**src/design/svpd_pkg.sv**
```systemverilog
// ----------------------------------------------------------------------------
// svpd_pkg: shared types and constants for the strided view permute detector
// Command codes from controller to datapath, status bundle back.
// ----------------------------------------------------------------------------
package svpd_pkg;

    // Width of one multiplier operand slice; the product unit takes one slice a cycle.
    localparam int CHUNK_W    = 16;
    // Base list counters wrap at this width.
    localparam int BASE_CNT_W = 4;
    // Width of the permutation entry on the result channel.
    localparam int PERM_W     = 3;
    // Width of the element count products and the running stride.
    localparam int PROD_W     = 64;

    typedef enum logic [3:0] {
        CMD_NOP,
        CMD_ACCEPT,
        CMD_MUL_STEP,
        CMD_EVAL_INIT,
        CMD_RD_I,
        CMD_LOAD_PIVOT,
        CMD_COMPARE,
        CMD_WRITE_PIVOT,
        CMD_RD_DENSE,
        CMD_DENSE_CHECK,
        CMD_DENSE_MUL,
        CMD_RD_OUT,
        CMD_EMIT,
        CMD_REJECT
    } svpd_cmd_t;

    typedef struct packed {
        logic in_need_mul;
        logic in_last;
        logic mul_last;
        logic pre_reject;
        logic single;
        logic j_last;
        logic sort_more;
        logic dense_bad;
        logic d_zero;
        logic base_mismatch;
        logic k_last;
        logic out_free;
    } svpd_status_t;

endpackage

```
**src/design/svpd_in_if.sv**
```systemverilog
// ----------------------------------------------------------------------------
// svpd_in_if: descriptor item channel
// One transaction carries one view or base dimension item.
// ----------------------------------------------------------------------------
interface svpd_in_if #(
    parameter int SIZE_BITS   = 32,
    parameter int STRIDE_BITS = 48
);
    logic                   valid;
    logic                   ready;
    logic                   mode;
    logic [SIZE_BITS-1:0]   dim_size;
    logic [STRIDE_BITS-1:0] dim_stride;
    logic                   size_present;
    logic                   stride_present;
    logic                   last;

    modport source (
        output valid, mode, dim_size, dim_stride, size_present, stride_present, last,
        input  ready
    );

    modport sink (
        input  valid, mode, dim_size, dim_stride, size_present, stride_present, last,
        output ready
    );
endinterface

```
**src/design/svpd_out_if.sv**
```systemverilog
// ----------------------------------------------------------------------------
// svpd_out_if: result channel
// One transaction carries one permutation entry or the reject result.
// ----------------------------------------------------------------------------
interface svpd_out_if #(
    parameter int SIZE_BITS = 32
);
    logic                 valid;
    logic                 ready;
    logic                 accepted;
    logic [2:0]           perm_entry;
    logic [SIZE_BITS-1:0] sorted_size;
    logic                 last_out;

    modport source (
        output valid, accepted, perm_entry, sorted_size, last_out,
        input  ready
    );

    modport sink (
        input  valid, accepted, perm_entry, sorted_size, last_out,
        output ready
    );
endinterface

```
**src/design/svpd_ram.sv**
```systemverilog
// ----------------------------------------------------------------------------
// svpd_ram: generic single write, single read RAM
// Registered read data, updated only when rd_en is high.
// ----------------------------------------------------------------------------
module svpd_ram #(
    parameter int WIDTH = 8,
    parameter int DEPTH = 8
) (
    input  logic                     clk,
    input  logic                     wr_en,
    input  logic [$clog2(DEPTH)-1:0] wr_addr,
    input  logic [WIDTH-1:0]         wr_data,
    input  logic                     rd_en,
    input  logic [$clog2(DEPTH)-1:0] rd_addr,
    output logic [WIDTH-1:0]         rd_data
);

    logic [WIDTH-1:0] mem [DEPTH];

    always_ff @(posedge clk)
    begin
        if (wr_en)
        begin
            mem[wr_addr] <= wr_data;
        end
        if (rd_en)
        begin
            rd_data <= mem[rd_addr];
        end
    end

endmodule

```
**src/design/svpd_datapath.sv**
```systemverilog
// ----------------------------------------------------------------------------
// svpd_datapath: descriptor store, sort, density check and result register
// Executes one controller command per cycle and reports status.
// ----------------------------------------------------------------------------
module svpd_datapath #(
    parameter int MAX_DIMS    = 8,
    parameter int SIZE_BITS   = 32,
    parameter int STRIDE_BITS = 48
) (
    input  logic                         clk,
    input  logic                         rst_n,
    input  svpd_pkg::svpd_cmd_t          cmd,
    output svpd_pkg::svpd_status_t       status,
    // descriptor payload
    input  logic                         mode,
    input  logic [SIZE_BITS-1:0]         dim_size,
    input  logic [STRIDE_BITS-1:0]       dim_stride,
    input  logic                         size_present,
    input  logic                         stride_present,
    input  logic                         last,
    // result channel
    input  logic                         result_ready,
    output logic                         result_valid,
    output logic                         accepted,
    output logic [svpd_pkg::PERM_W-1:0]  perm_entry,
    output logic [SIZE_BITS-1:0]         sorted_size,
    output logic                         last_out
);

    localparam int IDX_W  = $clog2(MAX_DIMS);
    localparam int CNT_W  = $clog2(MAX_DIMS + 1);
    localparam int NCHUNK = (SIZE_BITS + svpd_pkg::CHUNK_W - 1) / svpd_pkg::CHUNK_W;
    localparam int OP_W   = NCHUNK * svpd_pkg::CHUNK_W;
    localparam int REC_W  = STRIDE_BITS + SIZE_BITS + IDX_W;
    localparam int PW     = svpd_pkg::PROD_W;
    localparam int BW     = svpd_pkg::BASE_CNT_W;

    typedef enum logic [1:0] {
        MT_VIEW,
        MT_BASE,
        MT_RUN
    } mul_target_t;

    // record layout {stride, size, axis index}
    logic                    we;
    logic [IDX_W-1:0]        waddr;
    logic [REC_W-1:0]        wdata;
    logic                    re;
    logic [IDX_W-1:0]        raddr;
    logic [REC_W-1:0]        rdata;

    logic [IDX_W-1:0]        rd_idx;
    logic [SIZE_BITS-1:0]    rd_size;
    logic [STRIDE_BITS-1:0]  rd_stride;
    logic [SIZE_BITS-1:0]    piv_size;
    logic [STRIDE_BITS-1:0]  piv_stride;

    logic [CNT_W-1:0]        view_count_reg, view_count_next;
    logic [BW-1:0]           base_size_count_reg, base_size_count_next;
    logic [BW-1:0]           base_stride_count_reg, base_stride_count_next;
    logic [PW-1:0]           view_product_reg, view_product_next;
    logic [PW-1:0]           base_product_reg, base_product_next;
    logic [PW-1:0]           running_reg, running_next;
    logic                    overflow_reg, overflow_next;
    logic [IDX_W-1:0]        i_reg, i_next;
    logic [IDX_W-1:0]        j_reg, j_next;
    logic [IDX_W-1:0]        d_reg, d_next;
    logic [IDX_W-1:0]        k_reg, k_next;
    logic                    out_valid_reg, out_valid_next;

    logic [REC_W-1:0]        pivot_reg, pivot_next;
    logic [PW-1:0]           mcand_reg, mcand_next;
    logic [OP_W-1:0]         op_reg, op_next;
    logic [PW-1:0]           psum_reg, psum_next;
    mul_target_t             msel_reg, msel_next;
    logic [IDX_W-1:0]        perm_reg [MAX_DIMS];
    logic [IDX_W-1:0]        perm_next [MAX_DIMS];
    logic                    out_accepted_reg, out_accepted_next;
    logic [svpd_pkg::PERM_W-1:0] out_perm_reg, out_perm_next;
    logic [SIZE_BITS-1:0]    out_size_reg, out_size_next;
    logic                    out_last_reg, out_last_next;

    logic [PW-1:0]           prod;
    logic [PW-1:0]           psum_sum;
    logic                    mul_last;
    logic                    swap;
    logic                    j_last;
    logic                    k_last;
    logic                    do_clear;

    svpd_ram #(
        .WIDTH (REC_W),
        .DEPTH (MAX_DIMS)
    ) u_store (
        .clk     (clk),
        .wr_en   (we),
        .wr_addr (waddr),
        .wr_data (wdata),
        .rd_en   (re),
        .rd_addr (raddr),
        .rd_data (rdata)
    );

    assign rd_idx     = rdata[IDX_W-1:0];
    assign rd_size    = rdata[IDX_W +: SIZE_BITS];
    assign rd_stride  = rdata[IDX_W + SIZE_BITS +: STRIDE_BITS];
    assign piv_size   = pivot_reg[IDX_W +: SIZE_BITS];
    assign piv_stride = pivot_reg[IDX_W + SIZE_BITS +: STRIDE_BITS];

    // one operand slice per cycle; later slices weigh in through the shifted multiplicand
    assign prod     = mcand_reg * PW'(op_reg[svpd_pkg::CHUNK_W-1:0]);
    assign psum_sum = psum_reg + prod;
    assign mul_last = (op_reg >> svpd_pkg::CHUNK_W) == '0;

    assign swap   = (piv_stride < rd_stride) ||
                    ((piv_stride == rd_stride) && (piv_size < rd_size));
    assign j_last = CNT_W'(j_reg) == (view_count_reg - CNT_W'(1));
    assign k_last = CNT_W'(k_reg) == (view_count_reg - CNT_W'(1));

    always_comb
    begin
        status.in_need_mul   = !mode || size_present;
        status.in_last       = last;
        status.mul_last      = mul_last;
        status.pre_reject    = overflow_reg || (view_count_reg == '0) ||
                               (view_product_reg != base_product_reg);
        status.single        = view_count_reg == CNT_W'(1);
        status.j_last        = j_last;
        status.sort_more     = (CNT_W'(i_reg) + CNT_W'(2)) < view_count_reg;
        status.dense_bad     = running_reg != PW'(rd_stride);
        status.d_zero        = d_reg == '0;
        status.base_mismatch = base_size_count_reg != base_stride_count_reg;
        status.k_last        = k_last;
        status.out_free      = !out_valid_reg || result_ready;
    end

    always_comb
    begin
        view_count_next        = view_count_reg;
        base_size_count_next   = base_size_count_reg;
        base_stride_count_next = base_stride_count_reg;
        view_product_next      = view_product_reg;
        base_product_next      = base_product_reg;
        running_next           = running_reg;
        overflow_next          = overflow_reg;
        i_next                 = i_reg;
        j_next                 = j_reg;
        d_next                 = d_reg;
        k_next                 = k_reg;
        pivot_next             = pivot_reg;
        mcand_next             = mcand_reg;
        op_next                = op_reg;
        psum_next              = psum_reg;
        msel_next              = msel_reg;
        perm_next              = perm_reg;
        out_accepted_next      = out_accepted_reg;
        out_perm_next          = out_perm_reg;
        out_size_next          = out_size_reg;
        out_last_next          = out_last_reg;
        out_valid_next         = out_valid_reg && !result_ready;
        we                     = 1'b0;
        waddr                  = '0;
        wdata                  = pivot_reg;
        re                     = 1'b0;
        raddr                  = '0;
        do_clear               = 1'b0;

        unique case (cmd)
            svpd_pkg::CMD_NOP:
            begin
            end
            svpd_pkg::CMD_ACCEPT:
            begin
                if (!mode)
                begin
                    if (view_count_reg < CNT_W'(MAX_DIMS))
                    begin
                        we              = 1'b1;
                        waddr           = view_count_reg[IDX_W-1:0];
                        wdata           = {dim_stride, dim_size, view_count_reg[IDX_W-1:0]};
                        view_count_next = view_count_reg + CNT_W'(1);
                    end
                    else
                    begin
                        overflow_next = 1'b1;
                    end
                    msel_next  = MT_VIEW;
                    mcand_next = view_product_reg;
                end
                else
                begin
                    if (size_present)
                    begin
                        base_size_count_next = base_size_count_reg + BW'(1);
                    end
                    if (stride_present)
                    begin
                        base_stride_count_next = base_stride_count_reg + BW'(1);
                    end
                    msel_next  = MT_BASE;
                    mcand_next = base_product_reg;
                end
                op_next   = OP_W'(dim_size);
                psum_next = '0;
            end
            svpd_pkg::CMD_MUL_STEP, svpd_pkg::CMD_DENSE_MUL:
            begin
                psum_next  = psum_sum;
                mcand_next = mcand_reg << svpd_pkg::CHUNK_W;
                op_next    = op_reg >> svpd_pkg::CHUNK_W;
                if (mul_last)
                begin
                    unique case (msel_reg)
                        MT_VIEW: view_product_next = psum_sum;
                        MT_BASE: base_product_next = psum_sum;
                        MT_RUN:  running_next      = psum_sum;
                        default: running_next      = psum_sum;
                    endcase
                    if (cmd == svpd_pkg::CMD_DENSE_MUL)
                    begin
                        d_next = d_reg - IDX_W'(1);
                        k_next = '0;
                    end
                end
            end
            svpd_pkg::CMD_EVAL_INIT:
            begin
                i_next       = '0;
                running_next = PW'(1);
                d_next       = IDX_W'(view_count_reg - CNT_W'(1));
            end
            svpd_pkg::CMD_RD_I:
            begin
                re    = 1'b1;
                raddr = i_reg;
            end
            svpd_pkg::CMD_LOAD_PIVOT:
            begin
                pivot_next = rdata;
                j_next     = i_reg + IDX_W'(1);
                re         = 1'b1;
                raddr      = i_reg + IDX_W'(1);
            end
            svpd_pkg::CMD_COMPARE:
            begin
                if (swap)
                begin
                    we         = 1'b1;
                    waddr      = j_reg;
                    wdata      = pivot_reg;
                    pivot_next = rdata;
                end
                j_next = j_reg + IDX_W'(1);
                re     = !j_last;
                raddr  = j_reg + IDX_W'(1);
            end
            svpd_pkg::CMD_WRITE_PIVOT:
            begin
                we     = 1'b1;
                waddr  = i_reg;
                wdata  = pivot_reg;
                i_next = i_reg + IDX_W'(1);
            end
            svpd_pkg::CMD_RD_DENSE:
            begin
                re    = 1'b1;
                raddr = d_reg;
            end
            svpd_pkg::CMD_DENSE_CHECK:
            begin
                perm_next[rd_idx] = d_reg;
                msel_next         = MT_RUN;
                mcand_next        = running_reg;
                op_next           = OP_W'(rd_size);
                psum_next         = '0;
            end
            svpd_pkg::CMD_RD_OUT:
            begin
                re    = 1'b1;
                raddr = k_reg;
            end
            svpd_pkg::CMD_EMIT:
            begin
                out_valid_next    = 1'b1;
                out_accepted_next = 1'b1;
                out_perm_next     = svpd_pkg::PERM_W'(perm_reg[k_reg]);
                out_size_next     = rd_size;
                out_last_next     = k_last;
                k_next            = k_reg + IDX_W'(1);
                do_clear          = k_last;
            end
            svpd_pkg::CMD_REJECT:
            begin
                out_valid_next    = 1'b1;
                out_accepted_next = 1'b0;
                out_perm_next     = '0;
                out_size_next     = '0;
                out_last_next     = 1'b1;
                do_clear          = 1'b1;
            end
            default:
            begin
            end
        endcase

        if (do_clear)
        begin
            view_count_next        = '0;
            base_size_count_next   = '0;
            base_stride_count_next = '0;
            view_product_next      = PW'(1);
            base_product_next      = PW'(1);
            running_next           = PW'(1);
            overflow_next          = 1'b0;
        end
    end

    always_ff @(posedge clk or negedge rst_n)
    begin
        if (!rst_n)
        begin
            view_count_reg        <= '0;
            base_size_count_reg   <= '0;
            base_stride_count_reg <= '0;
            view_product_reg      <= PW'(1);
            base_product_reg      <= PW'(1);
            running_reg           <= PW'(1);
            overflow_reg          <= 1'b0;
            i_reg                 <= '0;
            j_reg                 <= '0;
            d_reg                 <= '0;
            k_reg                 <= '0;
            out_valid_reg         <= 1'b0;
        end
        else
        begin
            view_count_reg        <= view_count_next;
            base_size_count_reg   <= base_size_count_next;
            base_stride_count_reg <= base_stride_count_next;
            view_product_reg      <= view_product_next;
            base_product_reg      <= base_product_next;
            running_reg           <= running_next;
            overflow_reg          <= overflow_next;
            i_reg                 <= i_next;
            j_reg                 <= j_next;
            d_reg                 <= d_next;
            k_reg                 <= k_next;
            out_valid_reg         <= out_valid_next;
        end
    end

    always_ff @(posedge clk)
    begin
        pivot_reg        <= pivot_next;
        mcand_reg        <= mcand_next;
        op_reg           <= op_next;
        psum_reg         <= psum_next;
        msel_reg         <= msel_next;
        perm_reg         <= perm_next;
        out_accepted_reg <= out_accepted_next;
        out_perm_reg     <= out_perm_next;
        out_size_reg     <= out_size_next;
        out_last_reg     <= out_last_next;
    end

    assign result_valid = out_valid_reg;
    assign accepted     = out_accepted_reg;
    assign perm_entry   = out_perm_reg;
    assign sorted_size  = out_size_reg;
    assign last_out     = out_last_reg;

endmodule

```
**src/design/svpd_controller.sv**
```systemverilog
// ----------------------------------------------------------------------------
// svpd_controller: sequencing state machine
// Loads items, then runs sort, density check and result emission.
// ----------------------------------------------------------------------------
module svpd_controller (
    input  logic                   clk,
    input  logic                   rst_n,
    input  logic                   desc_valid,
    output logic                   desc_ready,
    input  svpd_pkg::svpd_status_t status,
    output svpd_pkg::svpd_cmd_t    cmd
);

    typedef enum logic [12:0] {
        ST_IDLE      = 13'b0000000000001,
        ST_MUL       = 13'b0000000000010,
        ST_EVAL      = 13'b0000000000100,
        ST_SORT_LDI  = 13'b0000000001000,
        ST_SORT_LDJ  = 13'b0000000010000,
        ST_SORT_CMP  = 13'b0000000100000,
        ST_SORT_WRI  = 13'b0000001000000,
        ST_DENSE_RD  = 13'b0000010000000,
        ST_DENSE_CHK = 13'b0000100000000,
        ST_DENSE_MUL = 13'b0001000000000,
        ST_OUT_RD    = 13'b0010000000000,
        ST_OUT_EMIT  = 13'b0100000000000,
        ST_REJECT    = 13'b1000000000000
    } state_t;

    state_t state_reg, state_next;
    logic   last_reg, last_next;

    always_comb
    begin
        state_next = state_reg;
        last_next  = last_reg;
        cmd        = svpd_pkg::CMD_NOP;

        unique case (state_reg)
            ST_IDLE:
            begin
                if (desc_valid)
                begin
                    cmd       = svpd_pkg::CMD_ACCEPT;
                    last_next = status.in_last;
                    if (status.in_need_mul)
                    begin
                        state_next = ST_MUL;
                    end
                    else if (status.in_last)
                    begin
                        state_next = ST_EVAL;
                    end
                end
            end
            ST_MUL:
            begin
                cmd = svpd_pkg::CMD_MUL_STEP;
                if (status.mul_last)
                begin
                    state_next = last_reg ? ST_EVAL : ST_IDLE;
                end
            end
            ST_EVAL:
            begin
                cmd = svpd_pkg::CMD_EVAL_INIT;
                if (status.pre_reject)
                begin
                    state_next = ST_REJECT;
                end
                else if (status.single)
                begin
                    state_next = ST_DENSE_RD;
                end
                else
                begin
                    state_next = ST_SORT_LDI;
                end
            end
            ST_SORT_LDI:
            begin
                cmd        = svpd_pkg::CMD_RD_I;
                state_next = ST_SORT_LDJ;
            end
            ST_SORT_LDJ:
            begin
                cmd        = svpd_pkg::CMD_LOAD_PIVOT;
                state_next = ST_SORT_CMP;
            end
            ST_SORT_CMP:
            begin
                cmd = svpd_pkg::CMD_COMPARE;
                if (status.j_last)
                begin
                    state_next = ST_SORT_WRI;
                end
            end
            ST_SORT_WRI:
            begin
                cmd        = svpd_pkg::CMD_WRITE_PIVOT;
                state_next = status.sort_more ? ST_SORT_LDI : ST_DENSE_RD;
            end
            ST_DENSE_RD:
            begin
                cmd        = svpd_pkg::CMD_RD_DENSE;
                state_next = ST_DENSE_CHK;
            end
            ST_DENSE_CHK:
            begin
                cmd        = svpd_pkg::CMD_DENSE_CHECK;
                state_next = status.dense_bad ? ST_REJECT : ST_DENSE_MUL;
            end
            ST_DENSE_MUL:
            begin
                cmd = svpd_pkg::CMD_DENSE_MUL;
                if (status.mul_last)
                begin
                    if (!status.d_zero)
                    begin
                        state_next = ST_DENSE_RD;
                    end
                    else
                    begin
                        state_next = status.base_mismatch ? ST_REJECT : ST_OUT_RD;
                    end
                end
            end
            ST_OUT_RD:
            begin
                cmd        = svpd_pkg::CMD_RD_OUT;
                state_next = ST_OUT_EMIT;
            end
            ST_OUT_EMIT:
            begin
                if (status.out_free)
                begin
                    cmd        = svpd_pkg::CMD_EMIT;
                    state_next = status.k_last ? ST_IDLE : ST_OUT_RD;
                end
            end
            ST_REJECT:
            begin
                if (status.out_free)
                begin
                    cmd        = svpd_pkg::CMD_REJECT;
                    state_next = ST_IDLE;
                end
            end
            default:
            begin
                state_next = ST_IDLE;
            end
        endcase
    end

    always_ff @(posedge clk or negedge rst_n)
    begin
        if (!rst_n)
        begin
            state_reg <= ST_IDLE;
            last_reg  <= 1'b0;
        end
        else
        begin
            state_reg <= state_next;
            last_reg  <= last_next;
        end
    end

    assign desc_ready = state_reg == ST_IDLE;

endmodule

```
**src/design/strided_view_permute_detect.sv**
```systemverilog
// ----------------------------------------------------------------------------
// strided_view_permute_detect: strided view axis permutation detector
// Decides whether a strided view is a pure permutation of a dense base tensor.
// ----------------------------------------------------------------------------
// Usage:
//   desc   - descriptor items, one transaction each. mode 0 is a view dimension
//            (size, stride), mode 1 a base dimension (size, presence flags).
//            The transaction with last set closes the descriptor.
//   result - one transaction per view axis in sorted order (perm_entry,
//            sorted_size), last_out on the final one; or a single reject
//            transaction with accepted low.
// Items: an item that updates an element count is multiplied in 16-bit
//   slices of its size, up to the top nonzero slice, on the single shared
//   64 x 16 multiplier, and no new item is taken until it is done; a base
//   item without a size needs no multiply.
// Evaluation after the last item, rank n: pre-checks, then for each sort row
//   i a read, a pivot load, n-1-i compares and a write-back (one descriptor
//   RAM port pair), then n density steps, each a read, a check and the
//   multiply slices, then a read and an emit per result. Reject paths end early.
// The result register parts the two sides: the next descriptor may load while
//   the final result still waits; a stalled receiver holds the controller in
//   its emit or reject state. Reset clears counters, products and the result
//   valid; the descriptor RAM needs no clearing.
// ----------------------------------------------------------------------------
module strided_view_permute_detect #(
    parameter int MAX_DIMS    = 8,
    parameter int SIZE_BITS   = 32,
    parameter int STRIDE_BITS = 48
) (
    input  logic        clk,
    input  logic        rst_n,
    svpd_in_if.sink     desc,
    svpd_out_if.source  result
);

    svpd_pkg::svpd_cmd_t    cmd;
    svpd_pkg::svpd_status_t status;

    // Control: item loading and the evaluation sequence.
    svpd_controller u_ctrl (
        .clk        (clk),
        .rst_n      (rst_n),
        .desc_valid (desc.valid),
        .desc_ready (desc.ready),
        .status     (status),
        .cmd        (cmd)
    );

    // Datapath: descriptor RAM, counters, product unit and result register.
    svpd_datapath #(
        .MAX_DIMS    (MAX_DIMS),
        .SIZE_BITS   (SIZE_BITS),
        .STRIDE_BITS (STRIDE_BITS)
    ) u_dp (
        .clk            (clk),
        .rst_n          (rst_n),
        .cmd            (cmd),
        .status         (status),
        .mode           (desc.mode),
        .dim_size       (desc.dim_size),
        .dim_stride     (desc.dim_stride),
        .size_present   (desc.size_present),
        .stride_present (desc.stride_present),
        .last           (desc.last),
        .result_ready   (result.ready),
        .result_valid   (result.valid),
        .accepted       (result.accepted),
        .perm_entry     (result.perm_entry),
        .sorted_size    (result.sorted_size),
        .last_out       (result.last_out)
    );

endmodule

```
**src/flat_wrapper.sv**
```systemverilog
// flat-port wrapper written by rule: the top's interface ports become plain ports
module strided_view_permute_detect_flat 
#(
    parameter int MAX_DIMS    = 8,
    parameter int SIZE_BITS   = 32,
    parameter int STRIDE_BITS = 48
)
  (clk, rst_n, desc_valid, desc_mode, desc_dim_size, desc_dim_stride, desc_size_present, desc_stride_present, desc_last, desc_ready, result_valid, result_accepted, result_perm_entry, result_sorted_size, result_last_out, result_ready);
  svpd_in_if #(.SIZE_BITS(SIZE_BITS), .STRIDE_BITS(STRIDE_BITS)) desc_i ();
  svpd_out_if #(.SIZE_BITS(SIZE_BITS)) result_i ();
  input  logic clk;
  input  logic rst_n;
  input wire logic [$bits(desc_i.valid)-1:0] desc_valid;
  input wire logic [$bits(desc_i.mode)-1:0] desc_mode;
  input wire logic [$bits(desc_i.dim_size)-1:0] desc_dim_size;
  input wire logic [$bits(desc_i.dim_stride)-1:0] desc_dim_stride;
  input wire logic [$bits(desc_i.size_present)-1:0] desc_size_present;
  input wire logic [$bits(desc_i.stride_present)-1:0] desc_stride_present;
  input wire logic [$bits(desc_i.last)-1:0] desc_last;
  output wire logic [$bits(desc_i.ready)-1:0] desc_ready;
  output wire logic [$bits(result_i.valid)-1:0] result_valid;
  output wire logic [$bits(result_i.accepted)-1:0] result_accepted;
  output wire logic [$bits(result_i.perm_entry)-1:0] result_perm_entry;
  output wire logic [$bits(result_i.sorted_size)-1:0] result_sorted_size;
  output wire logic [$bits(result_i.last_out)-1:0] result_last_out;
  input wire logic [$bits(result_i.ready)-1:0] result_ready;
  assign desc_i.valid = desc_valid;
  assign desc_i.mode = desc_mode;
  assign desc_i.dim_size = desc_dim_size;
  assign desc_i.dim_stride = desc_dim_stride;
  assign desc_i.size_present = desc_size_present;
  assign desc_i.stride_present = desc_stride_present;
  assign desc_i.last = desc_last;
  assign desc_ready = desc_i.ready;
  assign result_valid = result_i.valid;
  assign result_accepted = result_i.accepted;
  assign result_perm_entry = result_i.perm_entry;
  assign result_sorted_size = result_i.sorted_size;
  assign result_last_out = result_i.last_out;
  assign result_i.ready = result_ready;
  strided_view_permute_detect #(.MAX_DIMS(MAX_DIMS), .SIZE_BITS(SIZE_BITS), .STRIDE_BITS(STRIDE_BITS)) u_core (.clk(clk), .rst_n(rst_n), .desc(desc_i), .result(result_i));
endmodule
```
**config.mk**
```make
export PLATFORM = sky130hd
export DESIGN_NAME = strided_view_permute_detect_flat
export DESIGN_NICKNAME = d
export VERILOG_FILES = /design/src/design/svpd_pkg.sv /design/src/design/svpd_in_if.sv /design/src/design/svpd_out_if.sv /design/src/design/svpd_ram.sv /design/src/design/svpd_datapath.sv /design/src/design/svpd_controller.sv /design/src/design/strided_view_permute_detect.sv /design/src/flat_wrapper.sv
export SDC_FILE = /design/constraint.sdc
export NUM_CORES = 2
export LEC_CHECK = 0
export BUFFER_PORTS_ARGS = -buffer_cell sky130_fd_sc_hd__buf_4
export CELL_PAD_IN_SITES_DETAIL_PLACEMENT = 0
export CELL_PAD_IN_SITES_GLOBAL_PLACEMENT = 1
export CORE_ASPECT_RATIO = 1.5
export CORE_UTILIZATION = 35
export DETAILED_ROUTE_END_ITERATION = 16
export PLACE_DENSITY_LB_ADDON = 0.1
export SLEW_MARGIN = 15
export SYNTH_ARGS = -nofsm -noshare
export SYNTH_HDL_FRONTEND = slang
export SYNTH_SLANG_ARGS = --single-unit
export TNS_END_PERCENT = 10
```
**constraint.sdc**
```tcl
create_clock -name clk -period 8.4 [get_ports clk]
set_input_delay 0.42 -clock clk [delete_from_list [all_inputs] [get_ports clk]]
set_output_delay 0.42 -clock clk [all_outputs]
set_load 0.01 [all_outputs]
```
==> results.toml <==
[sta]
hold_viol = 0
setup-tns-final_ns = 0
slew_headroom_pct = 17.0
setup_violations = 0
max_freq_mhz = 123
fin_skew_ns = 0.0700
slew_violations = 0
finalCritPeriodShare_pct = 97.0
worst-slew-pin-transition_ns = 1.23
period_needed_ns = 8.15
rsz0062_at_grt = "no"

[cts]
cts_root_buf = "clkbuf_16"
htree_levels = 4
cts_buffers = 140
clkSinkCount = 1285
clockBufferDepth = 4
tritoncts = "yes"
clkTransAtPathRegs_ns = 0.06
clk_latency_ns = 0.82

[route]
vias_per_cell = 5.12
routed_wl_mm = 280
firstDrtPassIters = 6
wire_per_inst_um = 25.0
final_antenna_net_count = 0
num_vias = 57458
drc = 0
drtIter0Drc = 3546

[synthesis]
yosysSeqAreaShare_pct = 44.7
synthesis.area_um2 = 83800
postSynthCellCount = 8004
synthFlopType = "edfxtp_1"
synth_edf_count = 1053
synth.distinct_cells = 83
synthArstFlopShare_pct = 18.1
syn-num-nets = 9099
avgSynthCellArea_um2 = 10.5
ys_seq_elements = 1285
ys_warn_count = 0

[critical_path]
worstSetupPathType = "flop to flop"
worstRegToRegCells = 21
critPathMaxStageDelay_ns = 0.86
worst_path_most_repeated_cell = "fa_1"
start_kind = "flop"
cp_data_arrival_time_ns = 8.64
critPathRequiredTime_ns = 8.89
cp_max_fo = 17
cp_slowest_cell = "edfxtp_1"
path_cells = "nand2_1 > fa_1 > fa_1 > fa_1 > inv_1 > fa_1 > fa_1 > inv_1 > fa_1 > inv_1 > ha_1 > nand2_1 > nor3_1 > a211oi_1 > or4_1 > a21oi_1 > or3_1 > a311o_1 > a31oi_1 > xor2_1 > nor2_1"
cp-end-kind = "flop"

[layout]
multiInputGateArea_um2 = 40400
largest_reg_flops = 664
fin_util_pct = 39.4
mostFrequentLayoutCells = "1,300 x nand2_1, 1,165 x inv_1, 1,053 x edfxtp_1"
n_fill_cell = 23121
register_area_um2 = 37400
layout.cells.most_common = "nand2_1"
fin_nets = 9131
drive_gt1_share_pct = 7.79
syn2layout_area_growth_pct = 11.7

[floorplan]
io_pins = 127
dieArea_um2 = 241000
rows = 219
start_util_pct = 35.3
coreArea_um2 = 238000
die_w_um = 401
dieHeight_um = 601

[global_route]
grt_pass1_wl_mm = 416
grt_pass1_vias = 61258
grt_max_degree = 129
grt_usage_pct = 23.4
antenna_found_initial = 7
grt_overflow = 0

[placed_design]
dp_hpwl_mm = 195
io_buffer_count = 126
place_congestion = 0.857

[min_path]
hold_class = "primary input to flop"
min_path_cells = 2

[job]
maxCapViolCount = 0

[status]
status = "finished clean"
## area by class of cell
| type | instances | share of cell area (%) |
|---|---|---|
| inverters | 1170 | 4.70 |
| clock inverters | 65 | 0.630 |
| multi-input cells | 5098 | 43.2 |
| flip-flops and latches | 1285 | 40.0 |
| well taps | 3094 | 4.14 |
| diodes | 1 | 0.00268 |
| repair buffers | 341 | 3.29 |
| clock buffers | 169 | 4.01 |
## cell families (layout without fill, tap and decap cells)
family          count (synthesis)  in the layout  synth area share (%)
simple gates                 2790           2790                  14.5
buf+inv                      1621           1745                  7.32
flops                        1285           1285                  44.7
fa+ha+maj                    1007           1007                  22.3
compound gates                938            938                  6.91
xor+xnor                      205            205                  2.14
mux                           158            158                  2.10
other cells                     0              1                     0
## through the flow
stage | setup WS (ns) | instances | cell area (um2) | hold WS (ns)
final | 0.255 | 11223 | 93500 | 0.0554
after CTS | 0.0617 | 11218 | 93500 | 0.00112
after global placement | 0.0306 | 10939 | 88700 | 0.427
after global routing | 0.0172 | 11223 | 93500 | 0.0366
after floorplan | 1.09 | 8004 | 83800 | 0.124
after detailed placement | 0.103 | 10939 | 88700 | 0.432
## critical path: cells and delay by family (launching register included)
kind,cells,cell delay [ns]
xor gates and xnor gates,1,0.54
DFF,1,0.86
adders and majority gates,7,3.62
AOI/OAI and AO/OA,4,1.05
buffers and inverters,3,0.16
and+or+nand+nor,6,1.59
## cells in the mapped netlist (all sizes together), types with 6 or more instances
library cell	number	area share [%]
nand2	1306	5.9
inv	1169	5.2
edfxtp	1053	38
fa	814	19
nor2	717	3.2
clkbuf	391	1.8
o21ai	348	2.1
and2	265	2.0
nand3	253	1.5
dfrtp	228	6.8
a21oi	196	1.2
ha	193	2.9
xor2	104	1.1
xnor2	101	1.1
o211ai	90	0.81
mux2	82	1.1
mux2i	70	0.84
a22oi	69	0.62
a21o	63	0.57
buf	60	0.32
nor2b	47	0.35
nand4	44	0.33
nor4	38	0.28
nor3	29	0.19
a211oi	25	0.22
a31oi	20	0.15
and3	20	0.15
nand2b	20	0.15
o31ai	20	0.18
a22o	19	0.20
o21a	19	0.18
or4	9	0.090
o22ai	8	0.060
o2bb2ai	8	0.084
or3	8	0.060
nand4b	7	0.073
mux4	6	0.16
nor3b	6	0.054
o21bai	6	0.054
## per-layer routing
metal,vias to the layer above,track usage [%],wire length [um]
li1,25921,-,-
met1,30074,27.3,110000
met2,1058,44.7,154000
met3,403,1.71,7310
met4,2,7.50,9620
met5,-,0,13
## what timing repair did
| action | 4_1_cts | 5_1_grt |
|---|---|---|
| hold buffers | 45 | 0 |
| endpoints found under the setup margin | 0 | 9 |
| hold endpoints to repair | 257 | 0 |
| gates resized for setup | 0 | 1 |
| setup buffers | 0 | 4 |
## worst paths after layout
kind | start | to | slack, ns
setup / recovery | u_core.u_dp.mcand_reg[23] | u_core.u_dp.psum_reg[56] | 0.25
hold / removal | desc_dim_stride[13] | u_core.u_dp.u_store.mem[6][48] | 0.06
setup reg to reg | u_core.u_dp.mcand_reg[23] | u_core.u_dp.psum_reg[56] | 0.25
hold reg to reg | u_core.u_dp.u_store.rd_data[32] | u_core.u_dp.pivot_reg[32] | 0.44
max in group asynchronous | rst_n | u_core.u_dp.base_stride_count_reg[0] | 6.41
min in group asynchronous | rst_n | u_core.u_dp.running_reg[13] | 0.39
Power is left out: the tool's default activity adds up to more than one toggle a clock period on the data nets, which glitch-free logic cannot reach.
